--- config.mk ---
export PLATFORM = sky130hd
export DESIGN_NAME = torus_route_hint_fifo_select
export DESIGN_NICKNAME = d
export VERILOG_FILES = /design/src/design/trhfs_pkg.sv /design/src/design/torus_route_hint_fifo_select.sv /design/src/design/trhfs_cfg.sv /design/src/design/trhfs_route.sv
export SDC_FILE = /design/constraint.sdc
export NUM_CORES = 1
export LEC_CHECK = 0
export BUFFER_PORTS_ARGS = -buffer_cell sky130_fd_sc_hd__buf_2
export CAP_MARGIN = 5
export CORE_ASPECT_RATIO = 2
export CORE_MARGIN = 5
export CORE_UTILIZATION = 59
export DETAILED_ROUTE_END_ITERATION = 8
export PLACE_DENSITY = 0.8
export SETUP_SLACK_MARGIN = 0.5
export SLEW_MARGIN = 15
export SYNTH_ARGS = -nofsm -noshare
export SYNTH_HDL_FRONTEND = slang
export SYNTH_SLANG_ARGS = --single-unit
export TNS_END_PERCENT = 50
--- constraint.sdc ---
create_clock -name clk -period 5.1 [get_ports clk]
set_input_delay 1.53 -clock clk [delete_from_list [all_inputs] [get_ports clk]]
set_output_delay 1.53 -clock clk [all_outputs]
set_load 0.02 [all_outputs]
--- src/design/trhfs_pkg.sv ---
package trhfs_pkg;

  localparam int NUM_FIFOS = 8;
  localparam int FIFO_IDX_W = 3;
  localparam int FILL_W = 6;
  localparam int HINT_W = 6;
  localparam int CRD_W = 8;
  localparam int CUTOFF_W = 24;
  localparam int CFG_IDX_W = 3;

  // Only the two priority fifos for high-priority packets, else the six normal ones.
  localparam logic [NUM_FIFOS-1:0] MASK_HIGH = 8'h03;
  localparam logic [NUM_FIFOS-1:0] MASK_NORMAL = 8'hFC;

  typedef enum logic {
    ACT_ROUTE = 1'b0,
    ACT_UPDATE = 1'b1
  } action_t;

  typedef enum logic [CFG_IDX_W-1:0] {
    REG_NODE_X = 3'd0,
    REG_NODE_Y = 3'd1,
    REG_NODE_Z = 3'd2,
    REG_CUTOFF_PLUS = 3'd3,
    REG_CUTOFF_MINUS = 3'd4
  } reg_index_t;

  typedef struct packed {
    action_t action;
    logic [CRD_W-1:0] dest_x;
    logic [CRD_W-1:0] dest_y;
    logic [CRD_W-1:0] dest_z;
    logic [HINT_W-1:0] preset_hints;
    logic high_priority;
    logic [2:0] chunk_field;
    logic [FIFO_IDX_W-1:0] fifo_index;
    logic [FILL_W-1:0] fill_level;
  } req_item_t;

  typedef struct packed {
    logic [HINT_W-1:0] hint_bits;
    logic [NUM_FIFOS-1:0] eligible_mask;
    logic [FIFO_IDX_W-1:0] chosen_fifo;
    logic fifo_found;
  } rsp_item_t;

  typedef struct packed {
    logic [CRD_W-1:0] node_x;
    logic [CRD_W-1:0] node_y;
    logic [CRD_W-1:0] node_z;
    logic [CUTOFF_W-1:0] cutoff_plus;
    logic [CUTOFF_W-1:0] cutoff_minus;
  } cfg_regs_t;

endpackage

--- src/design/torus_route_hint_fifo_select.sv ---
// Picks a torus injection fifo for each route transaction and keeps the fill levels of the
// eight fifos from update transactions. One request is accepted every clock cycle while the
// request side is not stalled; a route request is held in the request register, where hint,
// eligibility and first-fit selection are worked out, and its response is loaded into the
// response register once that register is empty or unstalled. Update requests take effect
// when they leave the request register and produce no response; a route request behind an
// update already sees the new fill level. A stalled response stalls the request side in the
// same cycle while a route request is held. Configuration writes are always ready.
module torus_route_hint_fifo_select
  import trhfs_pkg::*;
#(
  parameter int FIFO_CAPACITY = 32,
  parameter int COORD_BITS = 8
) (
  input  logic                 clk,
  input  logic                 rst,
  input  logic                 req_valid,
  output logic                 req_stall,
  input  req_item_t            req_item,
  output logic                 rsp_valid,
  input  logic                 rsp_stall,
  output rsp_item_t            rsp_item,
  input  logic                 cfg_valid,
  output logic                 cfg_ready,
  input  logic [CFG_IDX_W-1:0] cfg_index,
  input  logic [CUTOFF_W-1:0]  cfg_data
);

  cfg_regs_t                        regs;
  logic                             held_valid;
  req_item_t                        held;
  logic [NUM_FIFOS-1:0][FILL_W-1:0] fifo_fill;
  rsp_item_t                        result;
  logic                             advance;
  logic                             load_rsp;

  trhfs_cfg u_cfg (
    .clk       (clk),
    .rst       (rst),
    .cfg_valid (cfg_valid),
    .cfg_ready (cfg_ready),
    .cfg_index (cfg_index),
    .cfg_data  (cfg_data),
    .regs      (regs)
  );

  trhfs_route #(
    .FIFO_CAPACITY (FIFO_CAPACITY),
    .COORD_BITS    (COORD_BITS)
  ) u_route (
    .item   (held),
    .regs   (regs),
    .fill   (fifo_fill),
    .result (result)
  );

  // An update never needs the response register, so it moves on even under stall.
  assign advance = held_valid &&
                   (held.action == ACT_UPDATE || !rsp_valid || !rsp_stall);
  assign load_rsp = advance && held.action == ACT_ROUTE;
  assign req_stall = held_valid && !advance;

  always_ff @(posedge clk) begin
    if (rst) begin
      held_valid <= 1'b0;
    end else if (!req_stall) begin
      held_valid <= req_valid;
    end
  end

  always_ff @(posedge clk) begin
    if (!req_stall && req_valid) begin
      held <= req_item;
    end
  end

  always_ff @(posedge clk) begin
    if (rst) begin
      fifo_fill <= '0;
    end else if (advance && held.action == ACT_UPDATE) begin
      fifo_fill[held.fifo_index] <= held.fill_level;
    end
  end

  always_ff @(posedge clk) begin
    if (rst) begin
      rsp_valid <= 1'b0;
    end else if (load_rsp) begin
      rsp_valid <= 1'b1;
    end else if (!rsp_stall) begin
      rsp_valid <= 1'b0;
    end
  end

  always_ff @(posedge clk) begin
    if (load_rsp) begin
      rsp_item <= result;
    end
  end

endmodule

--- src/design/trhfs_cfg.sv ---
module trhfs_cfg
  import trhfs_pkg::*;
(
  input  logic                 clk,
  input  logic                 rst,
  input  logic                 cfg_valid,
  output logic                 cfg_ready,
  input  logic [CFG_IDX_W-1:0] cfg_index,
  input  logic [CUTOFF_W-1:0]  cfg_data,
  output cfg_regs_t            regs
);

  assign cfg_ready = 1'b1;

  always_ff @(posedge clk) begin
    if (rst) begin
      regs.node_x <= '0;
      regs.node_y <= '0;
      regs.node_z <= '0;
      regs.cutoff_plus <= '1;
      regs.cutoff_minus <= '0;
    end else if (cfg_valid) begin
      // Indexes past the last register are dropped.
      unique case (cfg_index)
        REG_NODE_X: regs.node_x <= cfg_data[CRD_W-1:0];
        REG_NODE_Y: regs.node_y <= cfg_data[CRD_W-1:0];
        REG_NODE_Z: regs.node_z <= cfg_data[CRD_W-1:0];
        REG_CUTOFF_PLUS: regs.cutoff_plus <= cfg_data;
        REG_CUTOFF_MINUS: regs.cutoff_minus <= cfg_data;
        default: ;
      endcase
    end
  end

endmodule

--- src/design/trhfs_route.sv ---
module trhfs_route
  import trhfs_pkg::*;
#(
  parameter int FIFO_CAPACITY = 32,
  parameter int COORD_BITS = 8
) (
  input  req_item_t                           item,
  input  cfg_regs_t                           regs,
  input  logic [NUM_FIFOS-1:0][FILL_W-1:0]    fill,
  output rsp_item_t                           result
);

  localparam int SUM_W = FILL_W + 1;
  localparam logic [SUM_W-1:0] CAP = SUM_W'(FIFO_CAPACITY);
  localparam logic [1:0] HINT_NONE = 2'b00;
  localparam logic [1:0] HINT_PLUS = 2'b01;
  localparam logic [1:0] HINT_MINUS = 2'b10;

  function automatic logic [1:0] axis_hint(input logic [COORD_BITS-1:0] here,
                                           input logic [COORD_BITS-1:0] dest,
                                           input logic [COORD_BITS-1:0] cp,
                                           input logic [COORD_BITS-1:0] cm);
    logic [1:0] h;
    if (here < dest) begin
      h = (dest <= cp) ? HINT_PLUS : HINT_MINUS;
    end else if (here > dest) begin
      h = (dest >= cm) ? HINT_MINUS : HINT_PLUS;
    end else begin
      h = HINT_NONE;
    end
    return h;
  endfunction

  logic [HINT_W-1:0]    computed;
  logic [HINT_W-1:0]    hints;
  logic [NUM_FIFOS-1:0] mask;
  logic [SUM_W-1:0]     chunks;
  logic [FIFO_IDX_W-1:0] chosen;
  logic                 found;

  always_comb begin
    computed[1:0] = axis_hint(regs.node_x[COORD_BITS-1:0], item.dest_x[COORD_BITS-1:0],
                              regs.cutoff_plus[COORD_BITS-1:0],
                              regs.cutoff_minus[COORD_BITS-1:0]);
    computed[3:2] = axis_hint(regs.node_y[COORD_BITS-1:0], item.dest_y[COORD_BITS-1:0],
                              regs.cutoff_plus[8 +: COORD_BITS],
                              regs.cutoff_minus[8 +: COORD_BITS]);
    computed[5:4] = axis_hint(regs.node_z[COORD_BITS-1:0], item.dest_z[COORD_BITS-1:0],
                              regs.cutoff_plus[16 +: COORD_BITS],
                              regs.cutoff_minus[16 +: COORD_BITS]);
    hints = (item.preset_hints == '0) ? computed : item.preset_hints;
  end

  always_comb begin
    priority if (item.high_priority) begin
      mask = MASK_HIGH;
    end else if (hints == '0) begin
      mask = MASK_NORMAL;
    end else begin
      mask = {hints, 2'b00};
    end
  end

  // Scan from the top down so that the lowest eligible fifo with room wins.
  always_comb begin
    chunks = SUM_W'(item.chunk_field) + SUM_W'(1);
    chosen = '0;
    found = 1'b0;
    for (int i = NUM_FIFOS - 1; i >= 0; i--) begin
      if (mask[i] && ({1'b0, fill[i]} + chunks <= CAP)) begin
        chosen = FIFO_IDX_W'(i);
        found = 1'b1;
      end
    end
  end

  assign result.hint_bits = hints;
  assign result.eligible_mask = mask;
  assign result.chosen_fifo = chosen;
  assign result.fifo_found = found;

endmodule

==> run metrics <==
Max IR drop VDD=around 0.24 mV; Slew @ Worst Pin=around 1100 ps; GR Layer Usage met2=47.45%; unrepaired setup endpoints after global routing=false; clk buf depth=2; initial antenna violation count=0; routed wire length=23.48 mm; global route hottest layer=met2; die span in x=~100 um; met3 Track Usage GR=approximately 4.4%; most frequent cells in the layout=nand2_1 (166), dfxtp_1 (122), ha_1 (105), nor2_1 (102), buf_2 (94); clock latency on the worst-skew pair=between 400 and 500 ps; #FFs+latches synth=roughly 180; core area=between 15000 and 20000 um^2; First DRT Iteration DRCs=approximately 290; fmax=approximately 260 MHz; Critical Path Source Type=register; vias per cell=between 5 and 6; CTS tree=done; CP Cell Sequence=ha_1 -> xor2_1 -> ha_1 -> nor2b_1 -> or3_1 -> a2111o_1 -> o32ai_1 -> nor3_1 -> inv_1 -> o21ai_0 -> o2111ai_1 -> o221ai_1; # H-tree levels=4; Max stage delay cell, worst path=xor2_1; Post-synth EDFFs=a little over 60; WL per Instance=around 17 um; register area share after synthesis=between 40% and 50%; num ports=between 90 and 100; clk sinks=183; Setup violations, final=0; outcome=finished, final reports clean; fin crit share=approximately three quarters; mapped cell area=approximately 10000 um^2; Synth warnings=0; ANT cells=0; Final Hold Fails=0; commonest non-fill, non-tap cell in the layout=nand2_1; FP Rows=between 60 and 70; async set or reset register ratio after synthesis=0%; Syn Nets=approximately 1200; Mean Syn Cell Area=about 9.4 um^2; dominant synthesized flop cell=dfxtp_1; Net count, final=~1300; Total Routing Usage GR=between 20 and 25%; Total Power=approximately 3.2 mW; DRC viols=0; critical path peak fanout=8; Distinct cells, synth=70; Most Frequent Cell on Critical Path=ha_1; DRT Pass-1 Iters=6; Root Buffer=clkbuf_16; Routability Congestion=0.9249; crit end category=register; via count=roughly 7800; first-pass GRT wire length=approximately 38 mm; fin crit period=between 3000 and 4000 ps; CTS Buf Count=17; vias in the first global route=about 8000; CP peak stage delay=~670 ps; Port-buffer cells=95; Reg clk slew, reported paths=~70 ps; setup bufs post-CTS=0; Max-slew headroom=25.24%; WS Path Type=register to register; DIE HEIGHT=between 150 and 200 um; PD cells=about 290 nW/um^2; Starting Density=about three fifths; synthesized instance count=~1100; max_cap viols=0; largest net degree at the start of global routing=89; die area=19640 um^2; clock skew=roughly 13 ps; leakage=4.898 nW; post-DP HPWL=between 15 and 20 mm; Final ANT Viol Nets=0; setup TNS=0 ps; Slew Limit Fails=0; Post-CTS Resized=0; P&R area growth vs syn=11.87%; GR Util met1=approximately a quarter; Worst EP arrival=about 4000 ps; hold crit path type=register to register; total grt overflow=0; ratio of cells with drive above 1 in the final layout=between 10% and 20%; Filler Cell Count=1350; data required time of the critical path=~5300 ps; # hold bufs at CTS=0
==> layer usage <==
layer | vias up | wire length, um
met5 | - | 0
met4 | 0 | 1222
met3 | 79 | 960
met2 | 218 | 13430
met1 | 3667 | 7866
li1 | 3815 | -
==> critical path, delay by kind of cell, from the launching register on <==
family          cells  cell delay (ps)
compound gates      5             1120
xor+xnor            1              670
fa+ha+maj           2              620
buf+inv             1               80
flops               1              420
simple gates        3              580
==> final timing paths <==
path | start | end | slack [ps] | cells past startpoint
setup / recovery | held[9]$_DFFE_PP_ | rsp_item[1]$_SDFFCE_PP0P_ | 1320 | 12
hold / removal | u_cfg.regs[15]$_SDFFE_PP0P_ | u_cfg.regs[15]$_SDFFE_PP0P_ | 450 | 2
setup reg to reg | held[9]$_DFFE_PP_ | rsp_item[1]$_SDFFCE_PP0P_ | 1320 | 12
hold reg to reg | u_cfg.regs[15]$_SDFFE_PP0P_ | u_cfg.regs[15]$_SDFFE_PP0P_ | 450 | 2
==> power by group <==
| part | internal (mW) | total (mW) | switching, mW |
|---|---|---|---|
| logic | 0.125 | 0.310 | 0.185 |
| registers | 1.55 | 1.59 | 0.0384 |
| clock network | 0.686 | 1.26 | 0.576 |
==> cells by family (layout without fill, tap and decap cells) <==
| family | count (synthesis) | count (layout) | share of synthesized area (%) |
|---|---|---|---|
| AOI/OAI and AO/OA | 176 | 176 | 11.56 |
| xor gates and xnor gates | 10 | 10 | 0.8841 |
| adders and majority gates | 113 | 113 | 14.88 |
| buffers and inverters | 120 | 211 | 4.636 |
| DFF | 183 | 183 | 43.15 |
| muxes | 56 | 56 | 5.772 |
| other | 1 | 1 | 0.03786 |
| and+or+nand+nor | 397 | 397 | 19.09 |
==> stage by stage <==
stage / hold slack [ps] / util [%] / instances / worst slack [ps] / cell area (um^2)
2_1_floorplan: 436.3 / - / 1056 / 937.6 / 9906
3_3_place_gp: 442.0 / 63.05 / 1322 / 1420 / 10520
3_5_place_dp: 446.5 / 63.05 / 1322 / 1346 / 10520
4_1_cts: 455.8 / 66.43 / 1354 / 1328 / 11080
5_1_grt: 471.2 / 66.43 / 1354 / 945.9 / 11080
6_report: 453.7 / 66.43 / 1354 / 1320 / 11080
==> flip-flops by register name, summed over array words and instances (netlist names) <==
name and count:
u_cfg.regs 72, fifo_fill 48, held 44, rsp_item 17, held_valid 1, rsp_valid 1
==> cell usage after synthesis (all sizes together), types with 2 or more instances <==
cell | count | area (um^2)
inv | 82 | 307.8
nor4 | 6 | 52.55
nor3 | 8 | 45.04
a211oi | 4 | 30.03
ha | 105 | 1314
o21ai | 17 | 85.08
fa | 8 | 160.2
a21o | 13 | 98.85
o22ai | 5 | 31.28
a221oi | 3 | 26.28
nand4 | 13 | 87.58
xnor2 | 5 | 43.79
mux2i | 53 | 534.3
mux2 | 3 | 37.53
o32ai | 2 | 17.52
buf | 3 | 20.01
nor3b | 4 | 30.03
or3 | 7 | 43.79
nand3 | 12 | 60.06
nand2b | 7 | 51.30
a2111oi | 5 | 88.83
and3 | 5 | 31.28
xor2 | 5 | 43.79
nand2 | 166 | 623.1
o211ai | 8 | 70.06
clkbuf | 35 | 131.4
nor2b | 16 | 115.1
edfxtp | 61 | 1832
and4 | 3 | 26.28
or2 | 10 | 62.57
o21a | 4 | 30.03
dfxtp | 122 | 2442
a21oi | 95 | 490.5
o21bai | 6 | 45.04
nor2 | 103 | 389.1
and2 | 9 | 56.30
nand3b | 26 | 195.2
o221ai | 2 | 17.52
==> final cells by class <==
cell class	instances	area [um^2]	area share, %
well taps	207	259.0	2.337
clock buffers	20	479.2	4.324
multi-input cells	753	5184	46.78
flip-flops and latches	183	4274	38.57
inverters	82	307.8	2.777
clock inverters	12	85.08	0.7678
repair buffers	97	493.0	4.448
(Power assumes the default switching activity.)
